$ cat config.mk
export PLATFORM = sky130hd
export DESIGN_NAME = iirdf1_ff_cell
export DESIGN_NICKNAME = d
export VERILOG_FILES = /design/src/iirdf1_pkg.sv /design/src/iirdf1_ff_cell.sv
export SDC_FILE = /design/constraint.sdc
export NUM_CORES = 1
export LEC_CHECK = 0
export BUFFER_PORTS_ARGS = -buffer_cell sky130_fd_sc_hd__clkbuf_2
export CELL_PAD_IN_SITES_DETAIL_PLACEMENT = 2
export CELL_PAD_IN_SITES_GLOBAL_PLACEMENT = 2
export CORE_MARGIN = 10
export CORE_UTILIZATION = 25
export CTS_CLUSTER_SIZE = 40
export DETAILED_ROUTE_END_ITERATION = 6
export PLACE_DENSITY_LB_ADDON = 0.1
export SLEW_MARGIN = 0
export SYNTH_ARGS = -nofsm -noshare
export SYNTH_HDL_FRONTEND = slang
export SYNTH_SLANG_ARGS = --single-unit
$ cat constraint.sdc
create_clock -name clock -period 12.2 [get_ports clock]
set_input_delay 1.22 -clock clock [delete_from_list [all_inputs] [get_ports clock]]
set_output_delay 1.22 -clock clock [all_outputs]
set_load 0.02 [all_outputs]
$ cat src/iirdf1_pkg.sv
package iirdf1_pkg;

   localparam int FF_MAX = 4;
   localparam int FB_MAX = 3;
   localparam int FF_TAPS_DEFAULT = 4;
   localparam int FB_TAPS_DEFAULT = 3;

   localparam int SAMPLE_W = 16;
   localparam int COEF_W = 16;
   localparam int DATA_W = 32;
   localparam int PROD_W = COEF_W + DATA_W;
   localparam int CSR_INDEX_W = 3;
   localparam int CSR_DATA_W = 32;
   localparam int AHEAD_W = 2;

   typedef logic signed [SAMPLE_W-1:0] sample_type;
   typedef logic signed [COEF_W-1:0] coef_type;
   typedef logic signed [DATA_W-1:0] data_type;

   typedef struct packed {
      logic     vld;
      data_type acc;
   } stage_type;

   typedef enum logic [CSR_INDEX_W-1:0] {
      CSR_FF_COEF_0     = 3'd0,
      CSR_FF_COEF_1     = 3'd1,
      CSR_FF_COEF_2     = 3'd2,
      CSR_FF_COEF_3     = 3'd3,
      CSR_FB_COEF_0     = 3'd4,
      CSR_FB_COEF_1     = 3'd5,
      CSR_FB_COEF_2     = 3'd6,
      CSR_OUTPUT_OFFSET = 3'd7
   } csr_index_type;

endpackage

$ cat src/iirdf1_ff_cell.sv
module iirdf1_ff_cell (
   input  logic                   clock,
   input  logic                   reset,
   input  logic                   load,
   input  iirdf1_pkg::sample_type sample_up,
   input  iirdf1_pkg::coef_type   coef,
   output iirdf1_pkg::sample_type sample_dn,
   output iirdf1_pkg::data_type   prod_out
);

   iirdf1_pkg::sample_type hold_ff, hold_in;
   iirdf1_pkg::data_type   prod_ff, prod_in;

   always_comb begin
      hold_in = hold_ff;
      prod_in = prod_ff;
      if (load) begin
         hold_in = sample_up;
         prod_in = iirdf1_pkg::data_type'(coef) * iirdf1_pkg::data_type'(sample_up);
      end
   end

   always_ff @(posedge clock) begin
      if (reset) begin
         hold_ff <= '0;
      end else begin
         hold_ff <= hold_in;
      end
   end

   always_ff @(posedge clock) begin
      prod_ff <= prod_in;
   end

   assign sample_dn = hold_ff;
   assign prod_out  = prod_ff;

endmodule

==> out/metrics.cfg, run 1 <==
[worst_setup_path]
r2r_end=sample_dn[15]$_SDFFE_PP0P_
r2r-start=sample_dn[15]$_SDFFE_PP0P_
cp_data_required_time_ns=12.26
crit_type=in -> reg
arrival_ns=7.53
start_kind=primary input
r2r_setup_slack_ns=11.11
cp-end-kind=flop
cp_max_fo=17
r2r_cells=2

[grt]
grt_pass1_wl_mm=56.4
grt_pass1_vias=9339
grt_use_total_pct=13.9
grt_max_degree=49
grt_overflow_total=0
antenna_found_initial=3

[cells_and_area]
multiInputGateArea_mm2=0.00876
area_growth_pct=10.5
fillers=4973
diodes=0
regArea_mm2=0.00128
nets=1585
drive_gt1_share_pct=8.29

[detailed_routing]
drt_first_pass_iters=4
viasPerCell=4.33
vias=7795
route.detailed.drc=0
ant_nets=0
wl_mm=36.7
wl_per_cell_um=20.4
drtIter0Drc=208

[sta]
drv_slew=0
finalHoldViolations=0
min_period_ns=7.46
worst_slew_pin_slew_ns=0.820
skew_ns=0
min_period_over_period_pct=61.2
hold_slack_ns=0.504
rsz0062_at_grt=no
setup_viol=0
tns_ns=0
max-slew-margin-rel_pct=45.3
fmax_ghz=0.134

[floorplan]
core_area_mm2=0.0444
initial_core_util_pct=25.4
io_pins=83
fp.dieH_um=232
die_area_mm2=0.0540
rows=77
die-width_um=232

[clocking]
post_cts_buffers=0
clock_latency_ns=0.31
cts_root_buf=clkbuf_16
path_clk_slew_ns=0.08
ctsHoldBuffers=0
cts.sinks=48
clock_path_buffers=2
cts-resized-gates=0
tritoncts=done
cts-buffers-inserted=5
cts.htree.levels=2

[synth]
yosys_warnings=0
synth_top_family_by_area=adder cells
synth-edff-count=32
synth_flop_cell=edfxtp_1
synth_nets=1534
syn_avg_cell_area_um2=9.76
yosys_register_bits=48
netlist_instances=1155
synthAdderAreaFrac_pct=55.6
synth-compound-area-share_pct=4.04
synth_top_area_share_pct=46.5
synth_common_cells=inv_1, fa_1, nand2_1
yosys.area_share.simple_pct=13.7
yosysSeqAreaShare_pct=11.4
synth_area_mm2=0.0113
yosys-top-cells-area=fa_1, inv_1, ha_1
async_reset_ff_share_pct=0
synth_cell_type_count=45
synth_top_area_cell=fa_1
synth_xor_area_share_pct=2.87
synth_most_common_cell=inv_1
yosys-mux-area-fraction_pct=1.42

[worst_hold_path]
worstHoldPathCells=2
worstHoldStart=sample_dn[10]$_SDFFE_PP0P_
holdPathEnd=sample_dn[10]$_SDFFE_PP0P_
hp-class=reg -> reg

[run_status]
status=completed

[placed_design]
dp_hpwl_mm=30.5
io_buffers=82
globalplace.congestion=0.742

[job]
max-cap-violations=0

==> how the worst max path moves through the flow <==
stage	start	to	cells past startpoint	slack, ns
6_report	sample_up[7]	prod_out[30]$_DFFE_PP_	22	4.74
3_5_place_dp	sample_up[7]	prod_out[30]$_DFFE_PP_	22	4.34
5_1_grt	sample_up[8]	prod_out[30]$_DFFE_PP_	22	4.24
4_1_cts	sample_up[7]	prod_out[25]$_DFFE_PP_	22	4.66
3_3_place_gp	sample_up[7]	prod_out[31]$_DFFE_PP_	22	4.40
2_1_floorplan	sample_up[8]	prod_out[25]$_DFFE_PP_	23	5.18
==> metal layers <==
layer | routed length, um | part of all wire [%] | vias up | track usage [%]
li1 | - | - | 3490 | -
met1 | 15100 | 41 | 4206 | 16.6
met2 | 20300 | 55 | 87 | 26.7
met3 | 940 | 2.6 | 12 | 1.56
met4 | 418 | 1.1 | 0 | 1.84
met5 | 0 | 0 | - | 0
==> per-stage QoR <==
stage	instance area (um2)	instances	util (%)	worst slack [ns]
2_1_floorplan	11300	1155	-	5.18
6_report	12500	1799	28.1	4.74
3_5_place_dp	12300	1791	27.7	4.34
3_3_place_gp	12300	1791	27.7	4.40
5_1_grt	12500	1799	28.1	4.24
4_1_cts	12500	1799	28.1	4.66
==> cell usage in the layout, fill, tap and decap left out, types with 2 or more instances in the layout <==
cell	instances
a21oi_1	19
xor2_1	9
nand4_1	2
nand3_1	5
ha_1	82
inv_1	291
xnor2_1	28
or3_1	3
nor2_1	42
a31oi_1	2
dfxtp_1	16
o21a_1	3
o21bai_1	2
mux2i_1	16
edfxtp_1	32
a211oi_1	4
and2_1	123
nand2_1	125
nor3_1	5
fa_1	262
clkbuf_16	5
o21ai_0	10
a21o_1	11
clkbuf_2	82
nand2b_1	4
==> critical path, stage by stage <==
cell	delay, ns
clkbuf_2	0.44
nand2_1	0.16
fa_1	0.57
inv_1	0.05
fa_1	0.49
inv_1	0.05
fa_1	0.52
inv_1	0.05
fa_1	0.50
fa_1	0.51
inv_1	0.05
fa_1	0.48
inv_1	0.04
ha_1	0.40
nand3_1	0.10
a211oi_1	0.55
o211ai_1	0.26
a31oi_1	0.27
nor3_1	0.13
o41ai_1	0.41
a21oi_1	0.14
xnor2_1	0.13
==> cell families (layout without fill, tap and decap cells) <==
group,count (synthesis),count (layout)
buffers and inverters,330,382
flip-flops,48,48
adder cells (fa/ha/maj),344,344
AO/OA/AOI/OAI,66,66
multiplexers,16,16
XOR/XNOR,37,37
AND/OR/NAND/NOR,314,314
==> flip-flops by register name (all words and copies together), names as in the netlist <==
register,cells
sample_dn,16
prod_out,32
==> cell type report <==
type / count / share of cell area [%]
sequential: 48 / 10.3
timing repair buffer: 83 / 3.35
multi-input combinational: 777 / 70.3
clock inverter: 3 / 0.372
inverter: 291 / 8.77
tap: 592 / 5.94
clock buffer: 5 / 1.00
Power of run 1 is left out: the tool's default activity adds up to more than one toggle a clock period on the data nets, which glitch-free logic cannot reach.
==> run 2, diff against run 1 <==
--- a/config.mk
+++ b/config.mk
@@ -5,6 +5,7 @@
 export SDC_FILE = /design/constraint.sdc
 export NUM_CORES = 1
 export LEC_CHECK = 0
+export ABC_AREA = 1
 export BUFFER_PORTS_ARGS = -buffer_cell sky130_fd_sc_hd__clkbuf_2
 export CELL_PAD_IN_SITES_DETAIL_PLACEMENT = 2
 export CELL_PAD_IN_SITES_GLOBAL_PLACEMENT = 2
==> constraint.sdc (replaced) <==
create_clock -name clock -period 6.6 [get_ports clock]
set_input_delay 0.66 -clock clock [delete_from_list [all_inputs] [get_ports clock]]
set_output_delay 0.66 -clock clock [all_outputs]
set_load 0.02 [all_outputs]
==> out/metrics.cfg, run 2 <==
[run_status]
status=completed

[floorplan]
io_pins=83
core_area_mm2=0.0479
fp.dieH_um=241
die_area_mm2=0.0580
die-width_um=241
rows=80
initial_core_util_pct=25.4

[sta]
skew_ns=0
max-slew-margin-rel_pct=61.9
rsz0062_at_grt=no
min_period_over_period_pct=91.0
tns_ns=0
min_period_ns=6.01
drv_slew=0
worst_slew_pin_slew_ns=0.570
fmax_ghz=0.166
setup_viol=0
finalHoldViolations=0

[detailed_routing]
viasPerCell=4.33
drtIter0Drc=282
drt_first_pass_iters=4
ant_nets=0
wl_per_cell_um=19.6
vias=9726
wl_mm=44.2
route.detailed.drc=0

[placed_design]
io_buffers=82
dp_hpwl_mm=39.4
globalplace.congestion=0.779

[cells_and_area]
diodes=0
fillers=5604
area_growth_pct=13.8
post-route-util_pct=28.9
largest_reg_flops=32
drive_gt1_share_pct=10.8
mostFrequentLayoutCells=inv_1, nand2_1, fa_1
nets=2011
layout_commonest_cell=inv_1

[worst_setup_path]
start_kind=primary input
cp-end-kind=flop
arrival_ns=6.07
crit_type=in -> reg
cp_data_required_time_ns=6.67
cp_max_fo=8

[synth]
synth_top_area_cell=fa_1
synth_area_mm2=0.0122
synth-edff-count=32
synth_cell_type_count=30
synth_common_cells=inv_1, nand2_1, fa_1
synth_most_common_cell=inv_1
netlist_instances=1533
yosys-top-cells-area=fa_1, inv_1, nand2_1
synth_nets=1912
yosys_warnings=0
async_reset_ff_share_pct=0
syn_avg_cell_area_um2=7.95
synth_flop_cell=edfxtp_1
synth_top_area_share_pct=43.0
yosysSeqAreaShare_pct=10.5
yosys_register_bits=48

[clocking]
cts_root_buf=clkbuf_16
clock_path_buffers=2
post_cts_buffers=0
clock_latency_ns=0.31
path_clk_slew_ns=0.08
cts-buffers-inserted=5
cts.htree.levels=2
cts-resized-gates=0
cts.sinks=48
tritoncts=done
ctsHoldBuffers=0

[job]
max-cap-violations=0

[grt]
grt_overflow_total=0
grt_pass1_wl_mm=71.1
grt_pass1_vias=11800
grt_max_degree=37
grt_use_total_pct=16.2
antenna_found_initial=0

[worst_hold_path]
hp-class=reg -> reg

[run 2: cell types whose count changed after synthesis, sizes merged, moves of 22 or more]
cell	before	now
and2	123	2
xnor2	28	6
nand2	125	408
nand3	5	34
clkbuf	37	64
inv	291	466
a21oi	19	41
[run 2: final cells by class]
cell class | instances | area (um2) | share of cell area, %
Tap cell | 615 | 769 | 5.55
Multi-Input combinational cell | 954 | 8910 | 64.3
Inverter | 467 | 1750 | 12.6
Clock buffer | 5 | 125 | 0.902
Clock inverter | 3 | 46.3 | 0.334
Timing Repair Buffer | 156 | 978 | 7.06
Sequential cell | 48 | 1280 | 9.24
[run 2: metrics by stage]
stage                     cell area (um2)  worst slack, ns  hold slack, ns  instances
after floorplan                     12200            0.717           0.539       1533
final                               13900            0.594           0.464       2248
after global routing                13900            0.206           0.497       2248
after global placement              13700            0.109           0.451       2240
after detailed placement            13700            0.194           0.459       2240
after CTS                           13900            0.522           0.471       2248
[run 2: cells by family (layout without fill, tap and decap cells)]
kind of cell,after synthesis,count (layout),share of synthesized area [%]
buffers and inverters,531,631,16.4
AOI/OAI and AO/OA,64,64,2.82
xor gates and xnor gates,24,24,1.72
adders and majority gates,344,344,51.4
DFF,48,48,10.5
and+or+nand+nor,522,522,17.1
[run 2: layer usage]
metal,wire length [um],part of all wire (%),global-route usage (%)
met5,0,0,0
met4,337,0.76,1.83
met3,809,1.8,1.14
met2,22800,52,29.6
met1,20300,46,21.0
[run 2: worst max-delay path, cell delays in order]
cell	delay (ns)
clkbuf_2	0.20
nand2_1	0.17
inv_1	0.10
fa_1	0.62
buf_4	0.19
fa_1	0.45
fa_1	0.51
fa_1	0.52
fa_1	0.51
inv_1	0.07
fa_1	0.54
inv_1	0.07
ha_1	0.36
a21oi_1	0.16
buf_4	0.15
nor2_1	0.05
nor2_1	0.22
nand2_1	0.13
nand2_1	0.13
nand3_1	0.09
nand2_1	0.07
nand2_1	0.08
[run 2: worst paths after layout]
check	from	cells past startpoint	slack [ns]	to
worst min-delay path	sample_dn[6]$_SDFFE_PP0P_	2	0.46	sample_dn[6]$_SDFFE_PP0P_
worst max register to register	sample_dn[15]$_SDFFE_PP0P_	2	5.91	sample_dn[15]$_SDFFE_PP0P_
worst max-delay path	coef[15]	22	0.59	prod_out[29]$_DFFE_PP_
worst min register to register	sample_dn[6]$_SDFFE_PP0P_	2	0.46	sample_dn[6]$_SDFFE_PP0P_
Power of run 2 is left out for the same reason.
