[config.mk]
export PLATFORM = sky130hd
export DESIGN_NAME = iirdf1_fb_cell
export DESIGN_NICKNAME = d
export VERILOG_FILES = /design/src/iirdf1_pkg.sv /design/src/iirdf1_fb_cell.sv
export SDC_FILE = /design/constraint.sdc
export NUM_CORES = 1
export LEC_CHECK = 0
export ABC_AREA = 1
export ABC_CLOCK_PERIOD_IN_PS = 11250
export BUFFER_PORTS_ARGS = -buffer_cell sky130_fd_sc_hd__buf_2
export CAP_MARGIN = 20
export CORE_MARGIN = 3
export CORE_UTILIZATION = 46
export CTS_CLUSTER_SIZE = 16
export DETAILED_ROUTE_END_ITERATION = 6
export PLACE_DENSITY = 0.66
export SLEW_MARGIN = 20
export SYNTH_ARGS = -nofsm -noshare
export SYNTH_HDL_FRONTEND = slang
export SYNTH_SLANG_ARGS = --single-unit
[constraint.sdc]
create_clock -name clock -period 11.25 [get_ports clock]
set_clock_uncertainty 0.1 [all_clocks]
set_input_delay 0.5625 -clock clock [delete_from_list [all_inputs] [get_ports clock]]
set_output_delay 0.5625 -clock clock [all_outputs]
set_load 0.02 [all_outputs]
[src/iirdf1_pkg.sv]
package iirdf1_pkg;

   localparam int FF_MAX = 4;
   localparam int FB_MAX = 3;
   localparam int FF_TAPS_DEFAULT = 4;
   localparam int FB_TAPS_DEFAULT = 3;

   localparam int SAMPLE_W = 16;
   localparam int COEF_W = 16;
   localparam int DATA_W = 32;
   localparam int PROD_W = COEF_W + DATA_W;
   localparam int CSR_INDEX_W = 3;
   localparam int CSR_DATA_W = 32;
   localparam int AHEAD_W = 2;

   typedef logic signed [SAMPLE_W-1:0] sample_type;
   typedef logic signed [COEF_W-1:0] coef_type;
   typedef logic signed [DATA_W-1:0] data_type;

   typedef struct packed {
      logic     vld;
      data_type acc;
   } stage_type;

   typedef enum logic [CSR_INDEX_W-1:0] {
      CSR_FF_COEF_0     = 3'd0,
      CSR_FF_COEF_1     = 3'd1,
      CSR_FF_COEF_2     = 3'd2,
      CSR_FF_COEF_3     = 3'd3,
      CSR_FB_COEF_0     = 3'd4,
      CSR_FB_COEF_1     = 3'd5,
      CSR_FB_COEF_2     = 3'd6,
      CSR_OUTPUT_OFFSET = 3'd7
   } csr_index_type;

endpackage

[src/iirdf1_fb_cell.sv]
module iirdf1_fb_cell (
   input  logic                  clock,
   input  logic                  reset,
   input  iirdf1_pkg::stage_type stage_up,
   input  iirdf1_pkg::coef_type  coef,
   input  iirdf1_pkg::data_type  y_op,
   input  logic                  hist_shift,
   input  iirdf1_pkg::data_type  hist_up,
   output iirdf1_pkg::stage_type stage_dn,
   output iirdf1_pkg::data_type  hist_dn,
   output iirdf1_pkg::data_type  sum_out
);

   logic signed [iirdf1_pkg::PROD_W-1:0] prod_full;
   logic                 vld_ff, vld_in;
   iirdf1_pkg::data_type acc_ff, acc_in;
   iirdf1_pkg::data_type hist_ff, hist_in;

   always_comb begin
      prod_full = coef * y_op;
      sum_out   = stage_up.acc + prod_full[iirdf1_pkg::DATA_W-1:0];
      vld_in    = stage_up.vld;
      acc_in    = stage_up.vld ? sum_out : acc_ff;
      hist_in   = hist_shift ? hist_up : hist_ff;
   end

   always_ff @(posedge clock) begin
      if (reset) begin
         vld_ff  <= 1'b0;
         hist_ff <= '0;
      end else begin
         vld_ff  <= vld_in;
         hist_ff <= hist_in;
      end
   end

   always_ff @(posedge clock) begin
      acc_ff <= acc_in;
   end

   assign stage_dn.vld = vld_ff;
   assign stage_dn.acc = acc_ff;
   assign hist_dn      = hist_ff;

endmodule

==> results of run 1 <==
-- worst max-delay path, cell delays in order --
cell and delay (ns):
buf_2 0.62, nand2_1 0.16, fa_1 0.54, inv_1 0.05, fa_1 0.52, inv_1 0.05, fa_1 0.50, inv_1 0.05
fa_1 0.50, fa_1 0.49, inv_1 0.05, fa_1 0.47, inv_1 0.05, ha_1 0.47, nand2_1 0.26, nor3_1 0.49
nand2_1 0.13, o2111ai_1 0.69, nand3_1 0.16, nand2_1 0.20, buf_2 0.20
-- through the flow --
| step | setup WS, ns | instances | hold slack (ns) |
|---|---|---|---|
| 2_1_floorplan | 4.83 | 1962 | 0.437 |
| 4_1_cts | 3.47 | 2544 | 0.359 |
| 6_report | 3.37 | 2544 | 0.358 |
| 3_5_place_dp | 3.49 | 2528 | 0.350 |
| 3_3_place_gp | 3.50 | 2528 | 0.346 |
| 5_1_grt | 3.15 | 2544 | 0.375 |
-- registers in the layout (all words and copies together), names as in the netlist --
signal   flops
vld_ff       1
acc_ff      32
hist_dn     32
-- Yosys cell counts --
| cell type | number |
|---|---|
| a21boi_0 | 1 |
| a21boi_2 | 2 |
| a21o_1 | 2 |
| a21o_4 | 1 |
| a21oi_1 | 59 |
| a21oi_2 | 6 |
| buf_1 | 7 |
| buf_2 | 4 |
| buf_4 | 6 |
| buf_6 | 1 |
| clkbuf_1 | 69 |
| clkbuf_2 | 1 |
| dfxtp_1 | 33 |
| edfxtp_1 | 32 |
| fa_1 | 334 |
| ha_1 | 97 |
| inv_1 | 596 |
| inv_2 | 3 |
| nand2_1 | 550 |
| nand2_2 | 12 |
| nand3_1 | 23 |
| nand3_2 | 3 |
| nand3b_1 | 1 |
| nand4_1 | 4 |
| nor2_1 | 43 |
| nor2_2 | 3 |
| nor3_1 | 5 |
| nor3_2 | 2 |
| o2111ai_1 | 1 |
| o211ai_1 | 3 |
| o21ai_0 | 13 |
| o21ai_1 | 4 |
| o21ai_2 | 2 |
| o21bai_1 | 2 |
| or2_2 | 7 |
| xnor2_1 | 13 |
| xor2_1 | 17 |
-- routing by layer --
layer | global-route usage, % | vias up
met5 | 0 | -
met1 | 30.3 | 6142
met3 | 3.24 | 61
li1 | - | 5766
met2 | 40.7 | 407
met4 | 5.35 | 6
-- kinds of logic (layout without fill, tap and decap cells) --
logic type | count (synthesis) | in the layout
AOI/OAI and AO/OA | 96 | 96
adders and majority gates | 431 | 431
buffers and inverters | 687 | 827
xor gates and xnor gates | 30 | 30
DFF | 65 | 65
and+or+nand+nor | 653 | 653
-- final cells by class --
class | count | area [µm²] | area share (%)
clock inverter | 4 | 30.0 | 0.176
inverter | 599 | 2250 | 13.1
sequential | 65 | 1620 | 9.48
multi-input combinational | 1210 | 11300 | 66.1
tap | 442 | 553 | 3.23
timing repair buffer | 212 | 1060 | 6.21
clock buffer | 12 | 279 | 1.63
-- worst paths after layout --
check                           slack, ns  depth (start not counted)           to
worst min register to register       0.36                          2   hist_dn[7]
worst max-delay path                 3.37                         21  sum_out[31]
worst max register to register      10.49                          2  hist_dn[24]
worst min-delay path                 0.36                          2   hist_dn[7]
==> qor.txt, run 1 <==
Wirelength per Cell - 15.8 µm
main combinational cell family by area after synthesis - adder cells
post-synth net total - 2509
post-cts sizing count - 0
Setup CP Type - in2out
Syn Inst Count - 1962
port bufs - 212
Design Area, Final - 0.0171 mm²
Metal-1 WL - 16800 µm
vias in the first global route - 13100
Final #Nets - 2644
Vias - 12400
dpl hpwl - 32900 µm
die area - 0.0360 mm²
largest net degree at the start of global routing - 34
CTS tree - done
Met3 Wirelength - 2630 µm
drt total wl - 40200 µm
GPL Wtd Cong - 0.889
Pre-Repair DR Iteration Count - 5
mux contribution to synthesized area - 0%
Max Used Layer - met5
Synth Area in Simple Gates - 16.6%
post-DR vias/cell - 4.87
clock sinks - 65
Boundary Pins - 213
normalized max-slew margin - 37.7%
RSZ-0062 raised after global routing - no
Hold WC Path Type - reg2reg
Post-Synth XOR/XNOR Area - 1.69%
share of layout cells above drive strength 1 - 12.7%
final-report hold violation count - 0
Final ANT Viol Nets - 0
reg2reg start - hist_dn[24]
first-pass GRT wire length - 66200 µm
Critical Path Source Type - input port
diode count - 0
Seq/Total Area, Yosys - 10.4%
Worst Max-Slew Pin Slew - 0.933 ns
Die Ht - 190 µm
post-synth cell types - 37
# DRC - 0
Final min period - 7.88 ns
mapped cell area - 0.0155 mm²
initial antenna violation count - 3
max cap viols - 0
CP arrival - 7.22 ns
Fillers - 3195
Core Footprint - 0.0329 mm²
Syn Area/Cell - 7.92 µm²
commonest non-fill, non-tap cell in the layout - inv_1
clk root buf - clkbuf_16
CP endpoint kind - output pin
FMAX - 127 MHz
CTS H-tree lvls - 3
Yosys top cell area share - 43.0%
Clock transition at path regs - 0.06 ns
CTS max path bufs - 2
final worst-path cycle share - 70.1%
Worst Hold Launch - hist_dn[7]
Starting Density - 47.2%
Area after DPL - 0.0168 mm²
hold buffer count at cts - 0
final global-route overflow total - 0
final setup vio count - 0
post-CTS setup buffers - 0
row cnt - 66
Sum Neg Setup Slack - 0 ns
Critical Path Fanout Max - 30
overall routing resource usage - 23.1%
Skew-Pair Late Insertion Delay - 0.33 ns
area grow syn2layout - 10.0%
Post-Synth Adder-Cell Area - 50.8%
Yosys warnings - 0
DR WL met2 - 20000 µm
Worst Setup SP - coef[2]
final-report max-slew violation count - 0
post-layout util - 51.9%
Synth area leader - fa_1
Synth Area in Compound Gates - 3.58%
critical path required time - 10.59 ns
status - complete, no violations
Iter 0 DRT Violations - 734
Num CTS Buffers - 9
Die W - 190 µm
most frequent cells in the layout - inv_1 (596), nand2_1 (550), fa_1 (334)
number of synthesized register bits - 65
top post-synthesis cells by area - fa_1 (43%), inv_1 (14%), nand2_1 (13%)
Power of run 1 is left out: the tool's default activity adds up to more than one toggle a clock period on the data nets, which glitch-free logic cannot reach.
==> inputs of run 2 (changes only) <==
--- a/config.mk
+++ b/config.mk
@@ -6,7 +6,7 @@
 export NUM_CORES = 1
 export LEC_CHECK = 0
 export ABC_AREA = 1
-export ABC_CLOCK_PERIOD_IN_PS = 11250
+export ABC_CLOCK_PERIOD_IN_PS = 8000
 export BUFFER_PORTS_ARGS = -buffer_cell sky130_fd_sc_hd__buf_2
 export CAP_MARGIN = 20
 export CORE_MARGIN = 3
==> constraint.sdc (replaced) <==
create_clock -name clock -period 8 [get_ports clock]
set_clock_uncertainty 0.1 [all_clocks]
set_input_delay 0.4 -clock clock [delete_from_list [all_inputs] [get_ports clock]]
set_output_delay 0.4 -clock clock [all_outputs]
set_load 0.02 [all_outputs]
==> qor.txt, run 2 (synthesis results as in run 1) <==
dpl hpwl - 32900 µm
Area after DPL - 0.0168 mm²
status - complete, no violations
Final #Nets - 2644
first-pass GRT wire length - 66200 µm
final worst-path cycle share - 93.3%
Starting Density - 47.2%
CP arrival - 6.97 ns
area grow syn2layout - 10.0%
largest net degree at the start of global routing - 34
final setup vio count - 0
CTS H-tree lvls - 3
max cap viols - 0
Wirelength per Cell - 15.8 µm
Iter 0 DRT Violations - 713
Boundary Pins - 213
drt total wl - 40200 µm
Die W - 190 µm
final-report max-slew violation count - 0
worst-case reg-to-reg path depth - 2
Final min period - 7.47 ns
commonest non-fill, non-tap cell in the layout - inv_1
Setup Slack @ Placement - 0.581 ns
post-DR vias/cell - 4.85
Die Ht - 190 µm
Vias - 12300
Hold WC Path Type - in2reg
Final ANT Viol Nets - 0
post-layout util - 51.9%
Sum Neg Setup Slack - 0 ns
# DRC - 0
FMAX - 134 MHz
setup ws final - 0.532 ns
cell breakdown of the critical path - buf_2 > nand2_1 > fa_1 > inv_1 > fa_1 > inv_1 > fa_1 > inv_1 > fa_1 > fa_1 > inv_1 > fa_1 > inv_1 > ha_1 > nand2_1 > nor3_1 > nand2_1 > o2111ai_1 > nand3_1 > nand2_1 > buf_2
most frequent cells in the layout - inv_1 (596), nand2_1 (550), fa_1 (334)
Core Footprint - 0.0329 mm²
hold buffer count at cts - 0
Worst Max-Slew Pin Slew - 0.921 ns
row cnt - 66
clock sinks - 65
critical path required time - 7.50 ns
CP endpoint kind - output pin
GPL Wtd Cong - 0.889
share of layout cells above drive strength 1 - 12.7%
Design Area, Final - 0.0171 mm²
port bufs - 212
Worst Hold Launch - hist_up[19]
RSZ-0062 raised after global routing - no
Critical Path Most Common Cell - fa_1
max incr delay on CP - 0.67 ns
Critical Path Fanout Max - 31
Num CTS Buffers - 9
Critical Path Source Type - input port
initial antenna violation count - 3
Setup CP Type - in2out
CTS max path bufs - 2
post-CTS setup buffers - 0
Clock transition at path regs - 0.06 ns
vias in the first global route - 13300
Skew-Pair Late Insertion Delay - 0.33 ns
final-report hold violation count - 0
post-cts sizing count - 0
clk root buf - clkbuf_16
hold path cells - 3
reg2reg start - hist_dn[24]
normalized max-slew margin - 38.5%
CP max stage cell - o2111ai_1
final global-route overflow total - 0
Pre-Repair DR Iteration Count - 5
Worst Setup SP - coef[1]
CTS tree - done
overall routing resource usage - 23.1%
die area - 0.0360 mm²
==> run 2: cell types whose count changed in the layout (fill, tap and decap cells not counted) <==
cell,previous run,this run
diode_2,0,1
==> run 2: metrics by stage <==
stage	cells	hold slack, ns
final	2545	0.208
after global routing	2544	0.209
after CTS	2544	0.197
after detailed placement	2528	0.351
after global placement	2528	0.346
after floorplan	1962	0.407
==> run 2: critical path, delay by kind of cell <==
kind	cells	cell delay, ns
compound gates	1	0.67
fa+ha+maj	7	3.49
buf+inv	7	1.05
simple gates	6	1.33
==> run 2: per-layer routing <==
| layer | part of all wire, % | global-route usage [%] | wire length [µm] |
|---|---|---|---|
| met1 | 41 | 29.6 | 16700 |
| met2 | 49 | 40.3 | 19700 |
| met3 | 7.0 | 4.33 | 2800 |
| met4 | 2.6 | 6.62 | 1050 |
| met5 | 0.027 | 0 | 11 |
==> run 2: path summary, 6_finish.rpt <==
kind | end | slack, ns
worst max-delay path | sum_out[31] | 0.53
worst min-delay path | hist_dn[19] | 0.21
worst max register to register | hist_dn[24] | 7.24
worst min register to register | hist_dn[30] | 0.36
==> run 2: area by class of cell <==
class                      instances  area (µm²)
fill                            3172       15800
antenna                            1        2.50
timing repair buffer             212        1060
clock inverter                     4        30.0
sequential                        65        1620
clock buffer                      12         279
inverter                         599        2250
multi-input combinational       1210       11300
tap                              442         553
Power of run 2 is left out for the same reason.
==> inputs of run 3 (changes only) <==
--- a/config.mk
+++ b/config.mk
@@ -10,10 +10,10 @@
 export BUFFER_PORTS_ARGS = -buffer_cell sky130_fd_sc_hd__buf_2
 export CAP_MARGIN = 20
 export CORE_MARGIN = 3
-export CORE_UTILIZATION = 46
+export CORE_UTILIZATION = 50
 export CTS_CLUSTER_SIZE = 16
 export DETAILED_ROUTE_END_ITERATION = 6
-export PLACE_DENSITY = 0.66
+export PLACE_DENSITY = 0.71
 export SLEW_MARGIN = 20
 export SYNTH_ARGS = -nofsm -noshare
 export SYNTH_HDL_FRONTEND = slang
==> qor.txt, run 3 (synthesis results as in run 1) <==
final global-route overflow total - 0
Critical Path Fanout Max - 31
first-pass GRT wire length - 66200 µm
Final #Nets - 2644
post-DR vias/cell - 4.99
Starting Density - 51.6%
Vias - 12500
final setup vio count - 0
most frequent cells in the layout - inv_1 (596), nand2_1 (550), fa_1 (334)
Skew-Pair Late Insertion Delay - 0.33 ns
Core Footprint - 0.0301 mm²
CP arrival - 6.45 ns
clk root buf - clkbuf_16
critical path required time - 7.50 ns
final-report max-slew violation count - 0
dpl hpwl - 32600 µm
Area after DPL - 0.0167 mm²
Setup CP Type - in2out
normalized max-slew margin - 37.4%
reg2reg start - hist_dn[3]
Multi-input gate area - 0.0113 mm²
CTS H-tree lvls - 3
Final min period - 6.95 ns
register area - 0.00162 mm²
post-CTS setup buffers - 0
Clock transition at path regs - 0.06 ns
Iter 0 DRT Violations - 851
Critical Path Source Type - input port
final-report hold violation count - 0
# DRC - 0
Fillers - 2819
clock sinks - 65
largest net degree at the start of global routing - 34
area grow syn2layout - 9.65%
Die W - 182 µm
Worst Hold Launch - hist_up[12]
Pre-Repair DR Iteration Count - 5
Boundary Pins - 213
Worst Max-Slew Pin Slew - 0.938 ns
Num CTS Buffers - 9
initial antenna violation count - 4
CP endpoint kind - output pin
FMAX - 144 MHz
hold buffer count at cts - 0
port bufs - 212
status - complete, no violations
row cnt - 63
final worst-path cycle share - 86.9%
Sum Neg Setup Slack - 0 ns
die area - 0.0332 mm²
GPL Wtd Cong - 0.870
CTS max path bufs - 2
Hold WC Path Type - in2reg
max cap viols - 0
Worst Setup SP - coef[1]
RSZ-0062 raised after global routing - no
post-layout util - 56.6%
post-cts sizing count - 0
commonest non-fill, non-tap cell in the layout - inv_1
share of layout cells above drive strength 1 - 12.8%
overall routing resource usage - 24.7%
drt total wl - 40000 µm
Wirelength per Cell - 16.0 µm
CTS tree - done
Final ANT Viol Nets - 0
vias in the first global route - 13400
Design Area, Final - 0.0170 mm²
Die Ht - 182 µm
==> run 3: changes by cell type in the layout (fill, tap and decap cells not counted), sizes merged <==
cell,previous run,this run
clkbuf,12,11
inv,601,602
==> run 3: final cells by class <==
| class | instances | area share [%] |
|---|---|---|
| Multi-Input combinational cell | 1210 | 66.3 |
| Inverter | 599 | 13.2 |
| Sequential cell | 65 | 9.51 |
| Timing Repair Buffer | 212 | 6.23 |
| Tap cell | 390 | 2.86 |
| Clock buffer | 11 | 1.62 |
| Clock inverter | 5 | 0.235 |
| Antenna cell | 1 | 0.0147 |
==> run 3: stage by stage <==
stage,hold WS (ns),cells,worst slack [ns]
3_5_place_dp,0.350,2476,1.12
5_1_grt,0.216,2493,0.668
2_1_floorplan,0.407,1962,1.90
6_report,0.213,2493,1.05
3_3_place_gp,0.346,2476,1.16
4_1_cts,0.205,2492,1.10
==> run 3: path summary, 6_finish.rpt <==
path	endpoint	slack, ns	cells after the start
worst min-delay path	hist_dn[12]	0.21	3
worst max-delay path	sum_out[31]	1.05	21
worst min register to register	hist_dn[12]	0.36	2
worst max register to register	hist_dn[3]	7.27	2
==> run 3: routing by layer <==
layer | wire length, µm | track usage (%) | vias up
li1 | - | - | 5769
met1 | 16500 | 32.3 | 6152
met2 | 19600 | 43.4 | 449
met3 | 2900 | 3.81 | 75
met4 | 940 | 6.12 | 6
met5 | 36 | 0 | -
==> run 3: worst max-delay path, stage by stage <==
cell and delay, ns:
buf_2 0.60, nand2_1 0.17, fa_1 0.57, inv_1 0.05, fa_1 0.52, inv_1 0.05
fa_1 0.50, inv_1 0.06, fa_1 0.49, fa_1 0.49, inv_1 0.05, fa_1 0.50
inv_1 0.05, ha_1 0.39, nand2_1 0.16, nor3_1 0.26, nand2_1 0.11, o2111ai_1 0.58
nand3_1 0.14, nand2_1 0.11, buf_2 0.17
Power of run 3 is left out for the same reason.
